File: src/hdl/gn2d_pkg.sv
`default_nettype none
package gn2d_pkg;

   localparam int GRID_HALF_DEFAULT = 15;

   localparam int POS_W       = 24;
   localparam int GRAD_W      = 16;
   localparam int INDEX_W     = 10;
   localparam int CELL_SIZE_W = 13;
   localparam int NOISE_W     = 18;
   localparam int FRAC_W      = 16;
   localparam int CELL_W      = POS_W + 1;

   localparam logic [CELL_SIZE_W-1:0] CELL_SIZE_RESET = 13'd16;

   localparam logic signed [GRAD_W-1:0] GRAD_ONE = 16'sd16384;

   localparam int MID_DEPTH = 4;
   localparam int OUT_DEPTH = 2;

   typedef enum logic {
      FUNC_EVAL = 1'b0,
      FUNC_LOAD = 1'b1
   } func_type;

   typedef struct packed {
      func_type                  func;
      logic signed [POS_W-1:0]   pos_x;
      logic signed [POS_W-1:0]   pos_y;
      logic [INDEX_W-1:0]        grad_index;
      logic signed [GRAD_W-1:0]  grad_x;
      logic signed [GRAD_W-1:0]  grad_y;
   } req_word_type;

   typedef struct packed {
      logic signed [NOISE_W-1:0] noise_value;
      logic                      used_default;
   } rsp_word_type;

   typedef struct packed {
      logic                      is_load;
      logic                      load_ok;
      logic [INDEX_W-1:0]        grad_index;
      logic signed [GRAD_W-1:0]  grad_x;
      logic signed [GRAD_W-1:0]  grad_y;
   } load_side_type;

   typedef struct packed {
      load_side_type             side;
      logic                      neg_x;
      logic [POS_W-1:0]          mag_x;
      logic                      neg_y;
      logic [POS_W-1:0]          mag_y;
   } mid_word_type;

   typedef struct packed {
      logic                      valid;
      load_side_type             side;
      logic signed [CELL_W-1:0]  cell_x;
      logic signed [CELL_W-1:0]  cell_y;
      logic [FRAC_W-1:0]         frac_x;
      logic [FRAC_W-1:0]         frac_y;
   } div_word_type;

endpackage
`default_nettype wire

File: src/hdl/gn2d_front.sv
`default_nettype none
module gn2d_front #(
   parameter int GRID_HALF = gn2d_pkg::GRID_HALF_DEFAULT
) (
   input  wire gn2d_pkg::req_word_type req_word,
   output gn2d_pkg::mid_word_type      mid_word
);
   localparam int SPAN  = 2 * GRID_HALF + 1;
   localparam int DEPTH = SPAN * SPAN;

   // sign/magnitude split so the divider works on unsigned words
   always_comb begin
      mid_word.side.is_load    = (req_word.func == gn2d_pkg::FUNC_LOAD);
      mid_word.side.load_ok    = (int'(req_word.grad_index) < DEPTH);
      mid_word.side.grad_index = req_word.grad_index;
      mid_word.side.grad_x     = req_word.grad_x;
      mid_word.side.grad_y     = req_word.grad_y;
      mid_word.neg_x           = req_word.pos_x[gn2d_pkg::POS_W-1];
      mid_word.neg_y           = req_word.pos_y[gn2d_pkg::POS_W-1];
      mid_word.mag_x           = mid_word.neg_x ? gn2d_pkg::POS_W'(-req_word.pos_x)
                                                : gn2d_pkg::POS_W'(req_word.pos_x);
      mid_word.mag_y           = mid_word.neg_y ? gn2d_pkg::POS_W'(-req_word.pos_y)
                                                : gn2d_pkg::POS_W'(req_word.pos_y);
   end
endmodule
`default_nettype wire

File: config.mk
export PLATFORM = sky130hd
export DESIGN_NAME = gn2d_front
export DESIGN_NICKNAME = d
export VERILOG_FILES = /design/src/hdl/gn2d_pkg.sv /design/src/hdl/gn2d_front.sv
export SDC_FILE = /design/constraint.sdc
export NUM_CORES = 1
export LEC_CHECK = 0
export BUFFER_PORTS_ARGS = -buffer_cell sky130_fd_sc_hd__buf_4
export CORE_AREA = 2 2 72 74
export DETAILED_ROUTE_END_ITERATION = 6
export DIE_AREA = 0 0 74 76
export GPL_TIMING_DRIVEN = 0
export PLACE_DENSITY_LB_ADDON = 0.25
export SYNTH_ARGS = -nofsm -noshare
export SYNTH_HDL_FRONTEND = slang
export SYNTH_SLANG_ARGS = --single-unit
File: constraint.sdc
create_clock -name vclk -period 3.7
set_input_delay 0.74 -clock vclk [all_inputs]
set_output_delay 0.74 -clock vclk [all_outputs]
set_load 0.1 [all_outputs]
---- After elaboration in Yosys (flattened, before gate mapping) ----
Cells that the tools add are included.
operators by class
  $add $sub $neg .......................... 2
  $lt $le $gt $ge ......................... 1
  mux-type cells .......................... 2
operators with widths
  kind                                                 number
  two-way mux 24 bit                                   2
  negation 24 bit                                      2
  less-than comparator 10 bit (second input constant)  1
storage, ports and cells
  flip-flop bits (word level) ............. 0
  input bits .............................. 91
  output and inout bits ................... 94
  word-level logic and storage cells ...... 5

---- Depth between registers and ports, before layout ----
  depth after elaboration ................. 2
  mapped depth ............................ 6
  mapped depth without buffers ............ 6

---- Least setup slack after synthesis ----
OpenSTA, ideal clock, no wires.
  kind .................................... in2out
  start point ............................. input port req_word[53] (netlist bit)
  end point ............................... output port mid_word[23] (netlist bit)
  arrival time ............................ 4,201 ps
  data required time ...................... 2,960 ps
  setup slack ............................. -1,241 ps
  stages on the path ...................... 3
  cell sequence ........................... nor4_2 nand4b_1 nor4_1
RTL lines
  what                line             RTL
  start: declaration  gn2d_front.sv:5  input wire gn2d_pkg::req_word_type req_word,
  end: declaration    gn2d_front.sv:6  output gn2d_pkg::mid_word_type mid_word

==> metrics.md <==
| Metric | Value |
|---|---|
| Largest family of logic cells by synthesized area | `buffers and inverters` |
| Post-DP HPWL | `4185 µm` |
| DR pass1 iterations | `4` |
| RSZ-0062 raised after global routing | `false` |
| Fin. max-slew vios | `0` |
| Dpl cells | `414` |
| Clock Buffer Count | `0` |
| Vias | `1860` |
| Routed WL | `4772 µm` |
| Pwr dens | `339.9 nW/µm²` |
| Max_slew headroom | `0.6654` |
| Fill count | `511` |
| Post-CTS Resized | `0` |
| Die W | `74 µm` |
| Worst vdd ir | `0.2243 mV` |
| DIE AREA | `5624 µm²` |
| Synth area leader | `xnor2_1` |
| Synth top area share | `0.2520` |
| Syn avg cell area | `7.422 µm²` |
| Synth Area in Compound Gates | `0.1861` |
| Required @ worst endpoint | `2.96 ns` |
| # setup viols final | `0` |
| Sequential cells | `0` |
| Syn Inst Count | `192` |
| Number of global-route vias before repair | `1713` |
| Leakage | `1.286 nW` |
| Worst hold path class | `in -> out` |
| Synth cell types | `32` |
| Post-route ant nets | `0` |
| Synthesized area | `1425 µm²` |
| Average wire per cell in the routed design | `11.53 µm` |
| Final Hold Viols | `0` |
| Tmin final | `3.414 ns` |
| Yosys warns | `0` |
| Crit path DAT | `2.67 ns` |
| CP max FO | `5` |
| Slew @ Worst Pin | `0.4973 ns` |
| Core Area | `4912 µm²` |
| Top post-synthesis cells by area | `xnor2_1 (25%), buf_4 (25%), o31ai_1 (6.8%)` |
| Post-synthesis adder-cell area fraction | `0.01756` |
| First-pass GRT wire length | `7383 µm` |
| DRC Markers | `0` |
| WS Path Type | `in -> out` |
| Register area | `0 µm²` |
| CP startpoint kind | `input pin` |
| Hold_buf cts | `0` |
| Initial drt markers | `53` |
| Nets@finish | `439` |
| Max-Cap Viols | `0` |
| Routability cong. | `0.8052` |
| Fmax | `0.2929 GHz` |
| Run status | `completed` |
| Crit share post-route | `0.9227` |
| Synthesized net count | `285` |
| Setup bufs post-CTS | `0` |
| Buffers added on ports | `152` |
| Initial antenna violation count | `0` |
| Pwr Total | `909.7 µW` |
| Die Ht | `76 µm` |
| Final Instance Count excl. Fillers | `414` |
| Initial Util | `0.2901` |
| GR Overflow Total | `0` |
| Largest net degree at the start of global routing | `11` |
| Mux cell area share after synthesis | `0` |
| Area grow syn2layout | `87.80%` |
| Via density | `4.493` |
| CP Capture Type | `output port` |
| Number of diodes | `0` |
| Synth Area in XOR/XNOR | `0.2581` |
| Site Rows | `26` |
| Share of cells above drive strength 1 | `0.6221` |
| GRT Total Usage | `0.1510` |
| Synth Area in Simple Gates | `0.2599` |
| IO Pins | `185` |
| Sequential area share after synthesis | `0` |
## per-layer routing
layer	vias to the layer above	part of all wire	wire length [µm]	GRT usage
met5	-	0	0	0
met2	112	0.48	2271	0.2813
met1	805	0.38	1828	0.1807
met4	0	0	0	0
li1	943	-	-	-
met3	0	0.14	672	0.03836
## report_power, final
part	total, mW	switching [mW]	internal [mW]
logic	0.910	0.694	0.216
registers	0	0	0
clock network	0	0	0
## final timing paths
check,slack (ns),endpoint,startpoint,depth (start not counted)
setup / recovery,0.29,mid_word[22],req_word[43],8
hold / removal,1.81,mid_word[68],req_word[18],2
## cell type report
cell class         count  area, µm²  share of cell area
multi-input cells    136       1051              0.3927
well taps             70      87.58             0.03273
inverters              5      18.77            0.007013
plain buffers         51      377.9              0.1412
repair buffers       152       1141              0.4264
## synth_stat cells (all sizes together)
cell    count
a21boi      1
o31ai      13
nor3b       1
or3         1
nand4b      2
nand3       3
or4b        1
nor4b       1
o21ai      11
nand2      20
nor2        5
xor2        1
a21o        1
ha          2
o41ai       9
nor4        9
nor3        4
nand2b      5
clkbuf      4
nand3b      2
buf        47
inv         5
xnor2      41
nand4       3
## critical path, stage by stage
cell and delay, ns:
buf_4 0.12, inv_1 0.09, ha_1 0.19, nor3b_1 0.41, nand4b_2 0.29, o31ai_1 0.36
xnor2_1 0.17, buf_4 0.32
## cell families (layout without fill, tap and decap cells)
kind of cell | count (synthesis) | after routing
and+or+nand+nor | 57 | 57
AOI/OAI and AO/OA | 35 | 35
adders and majority gates | 2 | 2
xor gates and xnor gates | 42 | 42
buffers and inverters | 56 | 208
## through the flow
step	util	worst slack, ns	instance area [µm²]	hold WS, ns	TNS [ns]
3_3_place_gp	0.5448	0.2711	2676	1.806	0
5_1_grt	0.5448	0.06237	2676	1.809	0
2_1_floorplan	-	-0.07632	1448	1.670	-0.07632
6_report	0.5448	0.2860	2676	1.806	0
4_1_cts	0.5448	0.2664	2676	1.807	0
3_5_place_dp	0.5448	0.2635	2676	1.807	0
## placed cells by master, fill, tap and decap left out, types with 3 or more instances in the layout
cell type,netlist,layout
o31ai_1,13,13
nand4_1,3,3
nor2_1,5,5
nor4_4,2,3
nor4_1,5,4
xnor2_1,41,40
nor3_1,3,3
inv_1,5,5
o21ai_0,10,8
clkbuf_1,3,3
nand2_1,19,19
buf_4,47,199
o41ai_1,7,7
nand2b_1,5,5
nand3_1,3,3
No activity file was read; power rests on OpenSTA's default activity.
