--- src/hdl/gn2d_fifo.sv ---
`default_nettype none
module gn2d_fifo #(
   parameter int WIDTH = 8,
   parameter int DEPTH = 4
) (
   input  wire logic             clock,
   input  wire logic             reset,
   input  wire logic             push,
   input  wire logic [WIDTH-1:0] push_data,
   output logic                  full,
   input  wire logic             pop,
   output logic [WIDTH-1:0]      pop_data,
   output logic                  empty
);
   localparam int PTR_W = (DEPTH > 1) ? $clog2(DEPTH) : 1;
   localparam int CNT_W = $clog2(DEPTH + 1);

   logic [WIDTH-1:0] slot_ff [DEPTH];
   logic [PTR_W-1:0] rd_ptr_ff, wr_ptr_ff;
   logic [CNT_W-1:0] count_ff;
   logic             do_push, do_pop;

   assign full     = (count_ff == CNT_W'(DEPTH));
   assign empty    = (count_ff == '0);
   assign do_push  = push && !full;
   assign do_pop   = pop && !empty;
   assign pop_data = slot_ff[rd_ptr_ff];

   always_ff @(posedge clock) begin
      if (do_push) begin
         slot_ff[wr_ptr_ff] <= push_data;
      end
   end

   always_ff @(posedge clock) begin
      if (reset) begin
         rd_ptr_ff <= '0;
         wr_ptr_ff <= '0;
         count_ff  <= '0;
      end else begin
         if (do_push) begin
            wr_ptr_ff <= (wr_ptr_ff == PTR_W'(DEPTH - 1)) ? '0 : wr_ptr_ff + 1'b1;
         end
         if (do_pop) begin
            rd_ptr_ff <= (rd_ptr_ff == PTR_W'(DEPTH - 1)) ? '0 : rd_ptr_ff + 1'b1;
         end
         if (do_push && !do_pop) begin
            count_ff <= count_ff + 1'b1;
         end else if (do_pop && !do_push) begin
            count_ff <= count_ff - 1'b1;
         end
      end
   end
endmodule
`default_nettype wire

--- config.mk ---
export PLATFORM = sky130hd
export DESIGN_NAME = gn2d_fifo
export DESIGN_NICKNAME = d
export VERILOG_FILES = /design/src/hdl/gn2d_fifo.sv
export SDC_FILE = /design/constraint.sdc
export NUM_CORES = 1
export LEC_CHECK = 0
export BUFFER_PORTS_ARGS = -buffer_cell sky130_fd_sc_hd__buf_2
export CAP_MARGIN = 20
export CORE_MARGIN = 4
export CORE_UTILIZATION = 35
export CTS_CLUSTER_DIAMETER = 150
export DETAILED_ROUTE_END_ITERATION = 7
export GPL_TIMING_DRIVEN = 0
export PLACE_DENSITY = 0.54
export SLEW_MARGIN = 20
export SYNTH_ARGS = -nofsm -noshare
export SYNTH_HDL_FRONTEND = slang
export SYNTH_SLANG_ARGS = --single-unit
--- constraint.sdc ---
create_clock -name clock -period 2.7 [get_ports clock]
set_clock_uncertainty 0.15 [all_clocks]
set_input_delay 0.27 -clock clock [delete_from_list [all_inputs] [get_ports clock]]
set_output_delay 0.27 -clock clock [all_outputs]
set_load 0.1 [all_outputs]
# Word level (Yosys, flattened, before mapping)
# Memories as Yosys holds them, arrays and structs flattened. A register that Yosys moved wholly into a read port is not among the register bits.
# Index checks and enable logic that the tools add are counted.
[word_totals]
reg_bits = 7
latchBits = 0
ramBits = 32
mem_bits_ro = 0
inputBits = 12
out_inout_bits = 10
elab_cells = 29
mem_count = 1
[classes]
addsub = 4
mul = 0
div = 0
n_lt_le_gt_ge = 0
n_eq_ne = 3
shifts = 0
mux = 8
bitwise = 0
reduce_logical = 10
[mem_list]
columns = ["memory", "words", "width", "read_ports", "rd_clocked_by_memory_dff", "wr", "line", "source"]
rows = [
  ["slot_ff", 4, 8, 1, 1, 1, "18", "logic [WIDTH-1:0] slot_ff [DEPTH];"],
]
[ops]
columns = ["op", "count"]
rows = [
  ["$mux 2", 4],
  ["$mux 3", 2],
  ["$add 2x1->2 const B", 2],
  ["$eq 2x2->1 const B", 2],
  ["$logic_and 1x1->1", 4],
  ["$logic_not 1->1", 4],
  ["$add 3x1->3 const B", 1],
  ["$eq 3x3->1 const B", 1],
  ["$logic_not 3->1", 1],
  ["$sub 3x1->3 const B", 1],
  ["$mux 1", 2],
  ["$reduce_bool 2->1", 1],
]

# Logic depth before layout (Yosys ltp)
[depth]
word_depth = 7
mapped_depth = 10
ltp_nobuf = 9

# Worst setup path after synthesis
# No wires, ideal clock.
[synth_timing]
path_kind = "register to output"
start = "register count_ff[0]"
end = "output port empty"
arrival_time_ns = 2.439
required_time_ns = 2.280
setup_slack_ns = -0.159
path_stages_with_launch = 2
path_buffers = 0
path_cell_list = "dfxtp_1 nor3_1"
[synth_between]
elab_chain_len = 1
[synth_rtl]
columns = ["item", "line", "source"]
rows = [
  ["from (decl)", "20", "logic [CNT_W-1:0] count_ff;"],
  ["from (signal assigned)", "48", "count_ff <= count_ff + 1'b1;"],
  ["from (signal assigned)", "50", "count_ff <= count_ff - 1'b1;"],
  ["$logic_not 3->1", "24", "assign empty = (count_ff == '0);"],
  ["to (decl)", "13", "output logic empty"],
]
# Every way passes these cells.

# Worst setup path after layout
[layout_timing]
start = "register count_ff[0]"
end = "register count_ff[2]"
[layout_between]
elab_chain_len = 6
word_cells_on_any_way = 15
cone_classes = "add/sub: 2; eq/ne: 1; mux: 2; reduce/logical: 10"
[layout_rtl]
columns = ["item", "line", "source"]
rows = [
  ["$eq 3x3->1 *", "23", "assign full = (count_ff == CNT_W'(DEPTH));"],
  ["$logic_not 1->1 *", "25", "assign do_push = push && !full;"],
  ["$logic_and 1x1->1 *", "25", ""],
  ["via do_push", "21", "logic do_push, do_pop;"],
  ["$logic_not 1->1", "49", "end else if (do_pop && !do_push) begin"],
  ["$logic_and 1x1->1", "49", ""],
  ["$reduce_bool 2->1 (no line)", "n/a", ""],
]
# Mark *: on every way through the listed nets, which the timed path passes. The rest lies on a longest branch. The select of a mux whose other input is x is not followed.
# A chain may end at the register's enable or synchronous reset.

==> flow_summary.toml <==
[routing]
vias = 830
met2_wirelength_um = 1258
wl_per_cell_um = 15.27
highest_layer = "met4"
dr_wl_met3_um = 143
m1WireLength_um = 1171
drc_errors = 0
wl_um = 2627
drt-vias-per-instance = 4.826
drt_pass1_iterations = 4
drt_iter0_drc = 24
ant_nets = 0

[die]
die_area_mm2 = 0.005862
die_h_um = 76.57
io_pins = 22
rows = 24
initial_core_util = 0.3702
core-area_mm2 = 0.004444
fp.dieW_um = 76.57

[power]
p_int_mw = 1.289
seq_power_share = 0.373
swShare = 0.4107
p_sw_mw = 0.8980
p_leak_nw = 0.7152
power_frac_comb = 0.402
powerDensity_mw_per_mm2 = 1132
pwr-share-clk = 0.225
ir_drop_mv = 0.4601

[synth]
synth_fa_ha_area_frac = 0.05779
synthCells = 92
synth_cell_types = 26
syn-cell-area_mm2 = 0.001645
ys_seq_area_frac = 0.6935
synth_area_leaders = "edfxtp_1 58%, dfxtp_1 11%, mux4_2 11%"
synth_top_family_by_area = "multiplexers"
yosys.area.top_type_share = 0.5840
yosysTopAreaCell = "edfxtp_1"
synth-xor-area-share = 0.01065
ys_warn_count = 0
synth-compound-area-share = 0.03042
ys_seq_elements = 41
syn_avg_cell_area_um2 = 17.88
synthSimpleGateAreaFrac = 0.05703
synth_mux_area_frac = 0.1217
syn-num-nets = 111

[clocking]
cts_hold_buf = 0
cts_resized = 0
numCtsBuffers = 5
root_buffer = "clkbuf_8"
cts_max_level = 2
insertion_delay_ns = 0.29
cts.sinks = 41
clkTransAtPathRegs_ns = 0.07
cts_setup_buffers = 0
cts_tree = "done"
max-clock-path-buffers = 2

[timing]
slew_headroom = 0.6472
finalHoldViolations = 0
period_minus_slack_ns = 2.498
grt_setup_unrepaired = "no"
fin_tns_setup_ns = 0
tightest_slew_ns = 0.5292
setup_viol = 0
drv_slew = 0
period_share = 0.9250
fmax_mhz = 400.4
holdWs_ns = 0.04813

[outcome]
outcome = "completed"

[place]
gp_routability_congestion = 0.7443
hpwl_um = 1839
io_buffers = 20

[worst_setup_path]
worstSetupStartpointType = "flop"
worstSetupPathType = "flop to flop"
end_kind = "flop"
worstPathMaxFanout = 7
worstPathArrival_ns = 2.57
required_ns = 2.77

[cells_and_area]
nNetsFinal = 138
nFillCells = 409
multi_input_area_um2 = 461.7
seqCellArea_mm2 = 0.001141
syn_to_final_growth_pct = 17.41
antenna-diode-count = 0
layout-drive-gt1-share = 0.3917

[run]
cap_viol_max_count = 0

[global_route]
grt_usage = 0.09684
grt_max_degree = 13
grt_pass1_wl_um = 4243
grt_overflow = 0
antenna_found_initial = 0
grt_pass1_vias = 847

[hold_path]
min_path_type = "input pin to flop"
==> worst max-delay path: stages (launching register included) <==
cell,delay [ns]
dfxtp_1,0.47
or3b_1,0.18
buf_6,0.13
clkinv_4,0.05
nor2_2,0.13
ha_1,0.20
inv_1,0.06
fa_1,0.37
xor2_1,0.16
or3_2,0.40
a21oi_1,0.14
==> cell type report <==
| class | instances | area share |
|---|---|---|
| buffer | 4 | 0.01231 |
| clock buffer | 7 | 0.04469 |
| clock inverter | 1 | 0.01554 |
| inverter | 5 | 0.01231 |
| multi-input combinational | 42 | 0.2390 |
| sequential | 41 | 0.5907 |
| tap | 52 | 0.03368 |
| timing repair buffer | 20 | 0.05181 |
==> registers in the layout, indices dropped and copies added (netlist names), named ones only <==
| name | flops |
|---|---|
| slot_ff | 32 |
| count_ff | 3 |
| rd_ptr_ff | 2 |
| wr_ptr_ff | 2 |
==> metrics by stage <==
| step | instances | total power [mW] | area (µm²) | util | worst slack [ns] |
|---|---|---|---|---|---|
| after floorplan | 92 | 1.582 | 1650 | - | 0.1646 |
| after global routing | 172 | 2.282 | 1932 | 0.4347 | 0.03452 |
| after detailed placement | 164 | 1.721 | 1815 | 0.4085 | 0.1955 |
| after global placement | 164 | 1.710 | 1815 | 0.4085 | 0.2488 |
| after CTS | 172 | 2.213 | 1932 | 0.4347 | 0.1733 |
| final | 172 | 2.187 | 1932 | 0.4347 | 0.2024 |
==> final timing paths <==
kind,end,start,depth (start not counted),slack (ns)
max,count_ff[2],count_ff[0],10,0.20
min,slot_ff[2][1],push_data[1],1,0.05
max reg2reg,count_ff[2],count_ff[0],10,0.20
min reg2reg,rd_ptr_ff[0],rd_ptr_ff[0],2,0.35
==> metal layers <==
metal	track usage	vias to the layer above
met5	0	-
met4	0.04891	0
met3	0.03783	5
met2	0.1547	18
met1	0.1131	398
li1	-	409
==> power by group through the flow <==
stage	clock (mW)	sequential, mW	combinational (mW)
global placement	0	0.828	0.882
detailed placement	0	0.832	0.889
global route	0.530	0.826	0.927
CTS	0.505	0.817	0.892
floorplan	0	0.820	0.762
finish	0.491	0.816	0.879
==> placed cells by master (no fill, tap or decap), types with 2 or more instances in the layout <==
cell / instances
edfxtp_1: 32
buf_2: 21
dfxtp_1: 9
mux4_2: 8
ha_1: 6
clkbuf_8: 6
inv_1: 4
and3_2: 4
nor2_1: 3
a21oi_1: 3
o31ai_2: 2
clkbuf_1: 2
xor2_1: 2
nand3_1: 2
mux2i_1: 2
==> kinds of logic (layout without fill, tap and decap cells) <==
group | count (synthesis) | count (layout)
xor gates and xnor gates | 2 | 2
AOI/OAI and AO/OA | 7 | 7
muxes | 10 | 10
buffers and inverters | 9 | 37
and+or+nand+nor | 16 | 16
adders and majority gates | 7 | 7
DFF | 41 | 41
==> cell usage after synthesis <==
cell / count
a21oi_1: 3
and3_2: 4
buf_1: 1
buf_2: 1
buf_6: 1
clkbuf_1: 1
clkinv_4: 1
dfxtp_1: 9
edfxtp_1: 32
fa_1: 1
ha_1: 6
inv_1: 4
mux2i_1: 2
mux4_2: 8
nand2_1: 1
nand3_1: 2
nor2_1: 3
nor2_2: 1
nor3_1: 2
o21ai_0: 1
o21ai_1: 1
o31ai_2: 2
or3_1: 1
or3_2: 1
or3b_1: 1
xor2_1: 2
Power figures use the tool's default switching activity.
